[src/rtl/core/sks_pkg.sv]
package sks_pkg;

  localparam int SAMPLE_BITS_DEF   = 12;
  localparam int COV_FRAC_BITS_DEF = 24;
  localparam int EST_FRAC          = 16;
  localparam int NOISE_W           = 24;
  localparam int DIGIT_W           = 8;
  localparam int APB_DATA_W        = 32;
  localparam int APB_ADDR_W        = 3;

  localparam logic [NOISE_W-1:0] PROCESS_NOISE_RST = NOISE_W'(1678);
  localparam logic [NOISE_W-1:0] MEASURE_NOISE_RST = NOISE_W'(83886);

  // register index, taken from paddr[2]
  localparam logic REG_PROCESS_NOISE = 1'b0;
  localparam logic REG_MEASURE_NOISE = 1'b1;

  // multiplier operand selection
  localparam logic MUL_GAIN_DIFF = 1'b0;
  localparam logic MUL_M_PP      = 1'b1;

  typedef struct packed {
    logic load;
    logic div_step;
    logic prep;
    logic mul_init;
    logic mul_sel;
    logic mul_step;
    logic upd_x;
    logic upd_p;
    logic out_load;
  } sks_cmd_t;

  typedef struct packed {
    logic div_last;
    logic mul_last;
  } sks_status_t;

endpackage

[src/rtl/core/sks_regs.sv]
module sks_regs
  import sks_pkg::*;
(
  input  logic                  clk,
  input  logic                  rst,
  input  logic                  psel,
  input  logic                  penable,
  input  logic                  pwrite,
  input  logic [APB_ADDR_W-1:0] paddr,
  input  logic [APB_DATA_W-1:0] pwdata,
  output logic [APB_DATA_W-1:0] prdata,
  output logic                  pready,
  output logic [NOISE_W-1:0]    process_noise,
  output logic [NOISE_W-1:0]    measure_noise
);

  logic wr_en;

  assign pready = 1'b1;
  assign wr_en  = psel & penable & pwrite & pready;

  always_ff @(posedge clk) begin
    if (rst) begin
      process_noise <= PROCESS_NOISE_RST;
      measure_noise <= MEASURE_NOISE_RST;
    end else if (wr_en) begin
      unique case (paddr[2])
        REG_PROCESS_NOISE: process_noise <= pwdata[NOISE_W-1:0];
        REG_MEASURE_NOISE: measure_noise <= pwdata[NOISE_W-1:0];
        default: ;
      endcase
    end
  end

  always_comb begin
    unique case (paddr[2])
      REG_PROCESS_NOISE: prdata = APB_DATA_W'(process_noise);
      REG_MEASURE_NOISE: prdata = APB_DATA_W'(measure_noise);
      default:           prdata = '0;
    endcase
  end

endmodule

[src/rtl/core/sks_datapath.sv]
module sks_datapath
  import sks_pkg::*;
#(
  parameter int SAMPLE_BITS   = SAMPLE_BITS_DEF,
  parameter int COV_FRAC_BITS = COV_FRAC_BITS_DEF
) (
  input  logic                   clk,
  input  logic                   rst,
  input  sks_cmd_t               cmd,
  output sks_status_t            status,
  input  logic [NOISE_W-1:0]     process_noise,
  input  logic [NOISE_W-1:0]     measure_noise,
  input  logic [SAMPLE_BITS-1:0] sample,
  output logic [SAMPLE_BITS-1:0] smoothed
);

  localparam int EW   = SAMPLE_BITS + EST_FRAC;
  localparam int CF   = COV_FRAC_BITS;
  localparam int PW   = ((CF > NOISE_W) ? CF : NOISE_W) + 1;
  localparam int DW   = PW + 1;
  localparam int QW   = CF + 1;
  localparam int NDIG = (QW + DIGIT_W - 1) / DIGIT_W;
  localparam int GW   = NDIG * DIGIT_W;
  localparam int MW   = (EW > PW) ? EW : PW;
  localparam int AW   = MW + GW;
  localparam int CNTW = $clog2(QW);
  localparam int HW   = AW - CF;

  localparam logic [QW-1:0] ONE = QW'(1) << CF;

  logic [EW-1:0]   z;
  logic [EW-1:0]   est;
  logic [CF-1:0]   cov;
  logic [PW-1:0]   pp;
  logic [DW-1:0]   den;
  logic [DW-1:0]   rem;
  logic [QW-1:0]   quo;
  logic [QW-1:0]   mval;
  logic [QW-1:0]   gain;
  logic            x_ge;
  logic [EW-1:0]   diff;
  logic [GW-1:0]   dig;
  logic [MW-1:0]   mcand;
  logic [AW-1:0]   acc;
  logic [CNTW-1:0] cnt;

  logic [PW-1:0]   pp_sum;
  logic [DW-1:0]   den_sum;
  logic [DW:0]     trial;
  logic            trial_ge;
  logic [QW-1:0]   m_next;
  logic [HW-1:0]   prod_hi;
  logic            inexact;
  logic [EW-1:0]   delta;

  assign pp_sum  = PW'(cov) + PW'(process_noise);
  assign den_sum = DW'(pp_sum) + DW'(measure_noise);

  // remainder starts at r >> 1, r[0] is the only numerator bit shifted in
  assign trial    = {rem, (cnt == '0) ? measure_noise[0] : 1'b0};
  assign trial_ge = trial >= {1'b0, den};

  // ceiling of the quotient; zero denominator means no gain
  assign m_next = (den == '0) ? ONE : quo + QW'(rem != '0);

  assign prod_hi = acc[AW-1:CF];
  assign inexact = |acc[CF-1:0];
  assign delta   = prod_hi[EW-1:0];

  assign status.div_last = (cnt == CNTW'(QW - 1));
  assign status.mul_last = (cnt == CNTW'(NDIG - 1));

  always_ff @(posedge clk) begin
    if (rst) begin
      est <= '0;
      cov <= '0;
    end else begin
      if (cmd.upd_x) begin
        if (x_ge) est <= est + delta;
        else      est <= est - delta - EW'(inexact);
      end
      if (cmd.upd_p) begin
        if (|prod_hi[HW-1:CF]) cov <= '1;
        else                   cov <= prod_hi[CF-1:0];
      end
    end
  end

  always_ff @(posedge clk) begin
    if (cmd.load) begin
      z   <= {sample, {EST_FRAC{1'b0}}};
      pp  <= pp_sum;
      den <= den_sum;
      rem <= DW'(measure_noise >> 1);
      quo <= '0;
      cnt <= '0;
    end else if (cmd.div_step) begin
      rem <= trial_ge ? DW'(trial - {1'b0, den}) : trial[DW-1:0];
      quo <= {quo[QW-2:0], trial_ge};
      cnt <= cnt + CNTW'(1);
    end else if (cmd.mul_init) begin
      cnt <= '0;
    end else if (cmd.mul_step) begin
      cnt <= cnt + CNTW'(1);
    end

    if (cmd.prep) begin
      mval <= m_next;
      gain <= ONE - m_next;
      x_ge <= z >= est;
      diff <= (z >= est) ? z - est : est - z;
    end

    // msb-first digit multiply, one digit per cycle
    if (cmd.mul_init) begin
      acc <= '0;
      if (cmd.mul_sel == MUL_M_PP) begin
        dig   <= GW'(mval);
        mcand <= MW'(pp);
      end else begin
        dig   <= GW'(gain);
        mcand <= MW'(diff);
      end
    end else if (cmd.mul_step) begin
      acc <= (acc << DIGIT_W) + AW'(mcand * dig[GW-1 -: DIGIT_W]);
      dig <= dig << DIGIT_W;
    end

    if (cmd.out_load) smoothed <= est[EW-1:EST_FRAC];
  end

endmodule

[src/rtl/core/sks_ctrl.sv]
module sks_ctrl
  import sks_pkg::*;
(
  input  logic        clk,
  input  logic        rst,
  input  logic        s_tvalid,
  output logic        s_tready,
  output logic        m_tvalid,
  input  logic        m_tready,
  input  sks_status_t status,
  output sks_cmd_t    cmd
);

  typedef enum logic [9:0] {
    ST_IDLE = 10'b00_0000_0001,
    ST_DIV  = 10'b00_0000_0010,
    ST_PREP = 10'b00_0000_0100,
    ST_MX0  = 10'b00_0000_1000,
    ST_MX   = 10'b00_0001_0000,
    ST_UX   = 10'b00_0010_0000,
    ST_MP   = 10'b00_0100_0000,
    ST_UP   = 10'b00_1000_0000,
    ST_FIN  = 10'b01_0000_0000,
    ST_HOLD = 10'b10_0000_0000
  } state_t;

  state_t state, state_next;
  logic   out_free;

  assign s_tready = (state == ST_IDLE);
  assign out_free = !m_tvalid || m_tready;

  always_comb begin
    state_next = state;
    cmd        = '0;
    cmd.mul_sel = MUL_GAIN_DIFF;
    unique case (state) inside
      ST_IDLE: begin
        if (s_tvalid) begin
          cmd.load   = 1'b1;
          state_next = ST_DIV;
        end
      end
      ST_DIV: begin
        cmd.div_step = 1'b1;
        if (status.div_last) state_next = ST_PREP;
      end
      ST_PREP: begin
        cmd.prep   = 1'b1;
        state_next = ST_MX0;
      end
      ST_MX0: begin
        cmd.mul_init = 1'b1;
        state_next   = ST_MX;
      end
      ST_MX: begin
        cmd.mul_step = 1'b1;
        if (status.mul_last) state_next = ST_UX;
      end
      ST_UX: begin
        // estimate update and start of the covariance multiply share a cycle
        cmd.upd_x    = 1'b1;
        cmd.mul_init = 1'b1;
        cmd.mul_sel  = MUL_M_PP;
        state_next   = ST_MP;
      end
      ST_MP: begin
        cmd.mul_step = 1'b1;
        if (status.mul_last) state_next = ST_UP;
      end
      ST_UP: begin
        cmd.upd_p  = 1'b1;
        state_next = ST_FIN;
      end
      ST_FIN, ST_HOLD: begin
        if (out_free) begin
          cmd.out_load = 1'b1;
          state_next   = ST_IDLE;
        end else begin
          state_next = ST_HOLD;
        end
      end
      default: state_next = ST_IDLE;
    endcase
  end

  always_ff @(posedge clk) begin
    if (rst) begin
      state    <= ST_IDLE;
      m_tvalid <= 1'b0;
    end else begin
      state <= state_next;
      if (cmd.out_load)  m_tvalid <= 1'b1;
      else if (m_tready) m_tvalid <= 1'b0;
    end
  end

endmodule

[src/rtl/core/scalar_kalman_smoother.sv]
// channel  | role          | payload
// s_*      | sample in     | s_tdata: sample
// m_*      | estimate out  | m_tdata: smoothed
// apb      | config regs   | 0x0 process_noise, 0x4 measure_noise
//
// after a sample is accepted, the first edge where its result can be taken is also
// the first edge where the next sample can be accepted. the restoring divider
// for the gain (one quotient bit per cycle) runs first, then two 8-bit digit
// multiplies. a finished result sits in the output register; the next sample is
// taken while it waits and holds only at the end if m_tready is still low.
// synchronous reset clears estimate and covariance and loads the noise defaults.
module scalar_kalman_smoother
  import sks_pkg::*;
#(
  parameter int SAMPLE_BITS   = SAMPLE_BITS_DEF,
  parameter int COV_FRAC_BITS = COV_FRAC_BITS_DEF,
  localparam int TDATA_W      = ((SAMPLE_BITS + 7) / 8) * 8
) (
  input  logic                  clk,
  input  logic                  rst,
  input  logic                  s_tvalid,
  output logic                  s_tready,
  input  logic [TDATA_W-1:0]    s_tdata,   // sample
  output logic                  m_tvalid,
  input  logic                  m_tready,
  output logic [TDATA_W-1:0]    m_tdata,   // smoothed
  input  logic                  psel,
  input  logic                  penable,
  input  logic                  pwrite,
  input  logic [APB_ADDR_W-1:0] paddr,
  input  logic [APB_DATA_W-1:0] pwdata,
  output logic [APB_DATA_W-1:0] prdata,
  output logic                  pready
);

  sks_cmd_t               cmd;
  sks_status_t            status;
  logic [NOISE_W-1:0]     process_noise;
  logic [NOISE_W-1:0]     measure_noise;
  logic [SAMPLE_BITS-1:0] smoothed;

  assign m_tdata = TDATA_W'(smoothed);

  sks_regs u_regs (
    .clk           (clk),
    .rst           (rst),
    .psel          (psel),
    .penable       (penable),
    .pwrite        (pwrite),
    .paddr         (paddr),
    .pwdata        (pwdata),
    .prdata        (prdata),
    .pready        (pready),
    .process_noise (process_noise),
    .measure_noise (measure_noise)
  );

  sks_ctrl u_ctrl (
    .clk      (clk),
    .rst      (rst),
    .s_tvalid (s_tvalid),
    .s_tready (s_tready),
    .m_tvalid (m_tvalid),
    .m_tready (m_tready),
    .status   (status),
    .cmd      (cmd)
  );

  sks_datapath #(
    .SAMPLE_BITS   (SAMPLE_BITS),
    .COV_FRAC_BITS (COV_FRAC_BITS)
  ) u_datapath (
    .clk           (clk),
    .rst           (rst),
    .cmd           (cmd),
    .status        (status),
    .process_noise (process_noise),
    .measure_noise (measure_noise),
    .sample        (s_tdata[SAMPLE_BITS-1:0]),
    .smoothed      (smoothed)
  );

endmodule

[config.mk]
export PLATFORM = sky130hd
export DESIGN_NAME = scalar_kalman_smoother
export DESIGN_NICKNAME = d
export VERILOG_FILES = /design/src/rtl/core/sks_pkg.sv /design/src/rtl/core/sks_regs.sv /design/src/rtl/core/sks_datapath.sv /design/src/rtl/core/sks_ctrl.sv /design/src/rtl/core/scalar_kalman_smoother.sv
export SDC_FILE = /design/constraint.sdc
export NUM_CORES = 2
export LEC_CHECK = 0
export BUFFER_PORTS_ARGS = -buffer_cell sky130_fd_sc_hd__buf_2
export CAP_MARGIN = 20
export CORE_UTILIZATION = 60
export DETAILED_ROUTE_END_ITERATION = 8
export PLACE_DENSITY = 0.79
export SLEW_MARGIN = 20
export SYNTH_ARGS = -nofsm -noshare
export SYNTH_HDL_FRONTEND = slang
export SYNTH_HIERARCHICAL = 1
export SYNTH_SLANG_ARGS = --single-unit
[constraint.sdc]
create_clock -name clk -period 10.3 [get_ports clk]
set_clock_uncertainty 0.05 [all_clocks]
set_input_delay 1.545 -clock clk [delete_from_list [all_inputs] [get_ports clk]]
set_output_delay 1.545 -clock clk [all_outputs]
set_load 0.03 [all_outputs]
### Yosys cells after proc, flatten, opt, wreduce, memory -nomap -nowiden

Index checks and enable logic that the tools add are counted.

* bits of input ports: 58
* register bits: 441

* multiplexer cells: 34
* bitwise gates (word level): 3
* order comparisons: 2
* $add $sub $neg: 12
* equal/unequal tests: 16
* $mul: 1
* reduce and logical (&&, ||, !) cells: 17

Operators by type and width (count)
* one-hot mux 10 bit (9 select lines): 1
* subtractor 28 bit: 3
* 2-to-1 mux 25 bit: 3
* 2-to-1 mux 32 bit: 2
* one-hot mux 32 bit (2 select lines): 1
* adder 60 x 36 -> 60 bit: 1
* 2-to-1 mux 28 bit: 2
* 2-to-1 mux 10 bit: 5
* 2-to-1 mux 23 bit: 2
* multiplier 28 x 8 -> 36 bit: 1
* adder 28 bit: 1
* greater-or-equal comparator 28 bit: 1
* subtractor 28 x 1 -> 28 bit: 1
* greater-or-equal comparator 27 x 26 -> 1 bit: 1
* adder 25 x 24 -> 26 bit: 1
* zero test 26 bit: 1
* 2-to-1 mux 26 bit: 1
* nonzero test 26 bit: 1
* subtractor 26 bit: 1
* adder 24 x 24 -> 25 bit: 1
* adder 25 x 1 -> 25 bit: 1
* subtractor 25 bit (first input constant): 1
* 2-to-1 mux 24 bit: 1
* OR reduction 24 bit: 1
* other kinds (27): 50

### Logic depth before layout (Yosys ltp)

* depth after elaboration: 6
* depth in mapped cells: 22

### By module

Netlist, hierarchy kept.

Modules (own cells, without submodules)
* sks_datapath: instances 1, area an instance 31572.8 sq um, cells each 3363
* sks_regs: instances 1, area an instance 2332.2 sq um, cells each 226
* sks_ctrl: instances 1, area an instance 724.4 sq um, cells each 81
* scalar_kalman_smoother: instances 1, area an instance 33.8 sq um, cells each 5

### Worst setup path before layout

OpenSTA, ideal clock, no wires.

* path type: register to register
* start: reg u_datapath.dig[25]
* end: reg u_datapath.acc[35]
* setup time: 0.065 ns
* arrival: 5.315 ns
* path buffers: 2
* period minus slack after synthesis: 5.430 ns
* path slack: 4.870 ns
* cell stages (with the launch flop): 22
* required time: 10.185 ns
* path through: edfxtp_1 clkbuf_1 clkbuf_1 nand2_1 fa_1 inv_1 fa_1 fa_1 inv_1 fa_1 inv_1 ha_1 a21o_1 a21o_1 a21oi_1 a31oi_1 o2111a_1 o31ai_4 o21ai_1 a211o_1 a2111oi_0 nand4b_1

* longest elaborated chain between the ends: 2

RTL lines
* from (decl): RTL line sks_datapath.sv:42 `logic [GW-1:0] dig;`
* from (signal assigned): RTL line sks_datapath.sv:118 `dig <= GW'(mval);`
* from (signal assigned): RTL line sks_datapath.sv:121 `dig <= GW'(gain);`
* from (signal assigned): RTL line sks_datapath.sv:126 `dig <= dig << DIGIT_W;`
* multiplier 28 x 8 -> 36 bit: RTL line sks_datapath.sv:125 `acc <= (acc << DIGIT_W) + AW'(mcand * dig[GW-1 -: DIGIT_W]);`
* adder 60 x 36 -> 60 bit: RTL line sks_datapath.sv:125
* to (signal assigned): RTL line sks_datapath.sv:125
* to (decl): RTL line sks_datapath.sv:44 `logic [AW-1:0] acc;`

No other way between the ends.
A chain may end at the register's enable or synchronous reset.

### Worst setup path after layout

* start: reg u_datapath.dig[26]
* end: reg u_datapath.acc[49]

The elaborated chain is that of the path after synthesis.

==> flow_metrics.env <==
export IMPL_coreArea_mm2=0.0567
export IMPL_syn_area_mm2=0.0347
export IMPL_status="finished, final reports clean"
export IMPL_cts_root_buf="clkbuf_16"
export IMPL_vdd_ir_drop_max_v=0.000136
export IMPL_synth_top_family_by_area="adder cells"
export IMPL_power_density_mw_per_mm2=120
export IMPL_row_count=87
export IMPL_ys_ff_latch=440
export IMPL_drive_above_1_share_pct=8.79
export IMPL_fin_area_mm2=0.0374
export IMPL_intPower_mw=3.24
export IMPL_final_util_pct=65.9
export IMPL_finalNonFillerCells=4499
export IMPL_crit_arrival_ns=6.99
export IMPL_power_switching_mw=1.23
export IMPL_area_delta_synth_final_pct=7.85
export IMPL_hold_slack_ns=0.429
export IMPL_grt_pass1_wl_mm=138
export IMPL_fmax_ghz=0.152
export IMPL_place_area_mm2=0.0356
export IMPL_grt_antenna_before_repair=0
export IMPL_synth_edf_count=236
export IMPL_cts_max_path_buffers=3
export IMPL_clkTransAtPathRegs_ns=0.06
export IMPL_synth_xor_area_share_pct=5.48
export IMPL_slew_headroom_pct=27.7
export IMPL_wire_per_inst_um=19.0
export IMPL_die_h_um=242
export IMPL_crit_fanout=28
export IMPL_cts_tree="yes"
export IMPL_ctsResizeCount=0
export IMPL_swShare_pct=27.6
export IMPL_rsz0062_at_grt="no"
export IMPL_ys_seq_area_share_pct=32.2
export IMPL_leakage_nw=16.0
export IMPL_setup_tns_ns=0
export IMPL_cts_sinks=440
export IMPL_worst_slew_pin_slew_ns=1.09
export IMPL_seq_power_share_pct=43.9
export IMPL_drc=0
export IMPL_start_util_pct=61.1
export IMPL_port_buffers=81
export IMPL_grt_max_degree=75
export IMPL_vias=26600
export IMPL_io_pins=109
export IMPL_ys_async_sr_fraction_pct=0
export IMPL_placed_cells=4403
export IMPL_critical_path_class="register to register"
export IMPL_finalCriticalPeriod_ns=6.59
export IMPL_r2r_cells=17
export IMPL_die_area_mm2=0.0587
export IMPL_post_drt_via_cell_ratio=5.90
export IMPL_synth_compound_area_share_pct=12.7
export IMPL_ant_nets=0
export IMPL_required_ns=10.70
export IMPL_antenna_cells=0
export IMPL_place_gp_congestion=0.972
export IMPL_cts_setup_buffers=0
export IMPL_yosys_mux_area_fraction_pct=5.72
export IMPL_crit_path_end_kind="register"
export IMPL_cap_violations=0
export IMPL_overflow=0
export IMPL_synthAdderAreaFrac_pct=19.8
export IMPL_first_pass_iters=6
export IMPL_insertion_delay_ns=0.63
export IMPL_die_x_um=242
export IMPL_initialDrtViolationCount=2177
export IMPL_holdCritPathClass="register to register"
export IMPL_fin_nets=4194
export IMPL_p_comb_share_pct=14.8
export IMPL_synth_top_flop_cell="edfxtp_1"
export IMPL_syn_area_per_cell_um2=9.43
export IMPL_whs_path_depth=2
export IMPL_grt_pass1_vias=26000
export IMPL_cts_hold_buffers=0
export IMPL_synth_warnings=6
export IMPL_setup_viol=0
export IMPL_clockPowerShare_pct=41.3
export IMPL_drt_total_wl_mm=85.3
export IMPL_final_hold_viol_count=0
export IMPL_cts_buffers=50
export IMPL_finalMaxSlewViolations=0
export IMPL_min_period_over_period_pct=64.0
export IMPL_grt_usage_pct=29.3
export IMPL_synth_simple_area_share_pct=17.8
export IMPL_worstSetupStartpointType="register"
export IMPL_htreeDepth=2
export IMPL_synth_cells=3675
export IMPL_place_hpwl_mm=64.1
export IMPL_ys_types=110
[stage by stage]
stage	total power [mW]	setup slack, ns
detailed placement	2.64	3.80
floorplan	2.50	4.87
finish	4.47	3.71
CTS	4.50	3.74
global placement	2.63	3.98
global route	4.65	3.37
[worst max-delay path, cell delays in order, from the launching register on]
cell and delay (ns):
edfxtp_1 1.05, and2_1 0.26, fa_1 0.44, fa_1 0.47, fa_1 0.56, inv_1 0.06
fa_1 0.54, inv_1 0.04, ha_1 0.34, a2111o_1 0.40, a21oi_2 0.20, nor3_1 0.10
a21o_1 0.25, a21oi_1 0.58, o211a_1 0.52, nor4bb_1 0.13, xnor2_1 0.27, a211oi_1 0.11
[final timing paths]
path,startpoint,to,slack [ns]
max,u_datapath/dig[26],u_datapath/acc[49],3.71
min,u_datapath/acc[54],u_datapath/acc[54],0.43
max reg2reg,u_datapath/dig[26],u_datapath/acc[49],3.71
min reg2reg,u_datapath/acc[54],u_datapath/acc[54],0.43
[power groups by stage]
stage	logic, mW	clock network (mW)	registers, mW
2_1_floorplan	0.520	0	1.98
3_3_place_gp	0.632	0	2.00
3_5_place_dp	0.643	0	2.00
4_1_cts	0.647	1.89	1.96
5_1_grt	0.726	1.96	1.97
6_report	0.661	1.85	1.96
[cell families after synthesis]
family / after synthesis
compound gates: 662
xor+xnor: 216
fa+ha+maj: 435
buf+inv: 541
flops: 440
mux: 191
other cells: 3
simple gates: 1187
[state kept, by name, indices dropped and copies added (netlist names), 25 cells and up]
register and flops:
u_datapath/acc 60, u_datapath/den 26, u_datapath/diff 28, u_datapath/dig 32, u_datapath/est 28, u_datapath/mcand 28, u_datapath/mval 25, u_datapath/pp 25
u_datapath/quo 25, u_datapath/rem 26
[cell usage after synthesis, types with 60 or more instances]
cell	count	share of area, %
a21o_1	77	1.7
a21oi_1	204	2.9
and2_1	177	3.2
clkbuf_1	99	1.1
dfxtp_1	204	12
edfxtp_1	236	20
fa_1	190	11
ha_1	245	8.8
inv_1	388	4.2
mux2i_1	133	3.8
nand2_1	193	2.1
nand2b_1	75	1.4
nor2_1	345	3.7
nor3_1	76	1.1
o21ai_0	109	1.6
xnor2_1	155	3.9
xor2_1	60	1.5
[layout by cell type (no fill, tap or decap), types with 22 or more instances in the layout]
cell type,count
a211oi_1,48
a21o_1,77
a21oi_1,204
a31oi_1,26
and2_1,176
and3_1,33
buf_2,80
buf_4,32
clkbuf_16,50
dfxtp_1,204
edfxtp_1,236
fa_1,190
ha_1,245
inv_1,386
mux2_2,58
mux2i_1,133
nand2_1,191
nand2b_1,75
nand3_1,49
nand4_1,28
nor2_1,343
nor2b_1,49
nor3_1,76
nor4_1,50
o21a_1,31
o21ai_0,109
or3_1,22
xnor2_1,155
xor2_1,60
[final cells by class]
class                   instances  area [um^2]
flip-flops and latches        440        11200
repair buffers                114          683
multi-input cells            2704        21400
well taps                     756          946
inverters                     391         1470
clock buffers                  61         1330
fillers                      4465        19300
clock inverters                33          388
[per-layer routing]
layer	share of wire (%)	track usage [%]	up-vias
met4	3.0	9.79	0
met1	43	38.5	12900
met5	0	0	-
met3	6.0	4.18	137
li1	-	-	12700
met2	48	49.5	841
Power figures use the tool's default switching activity.
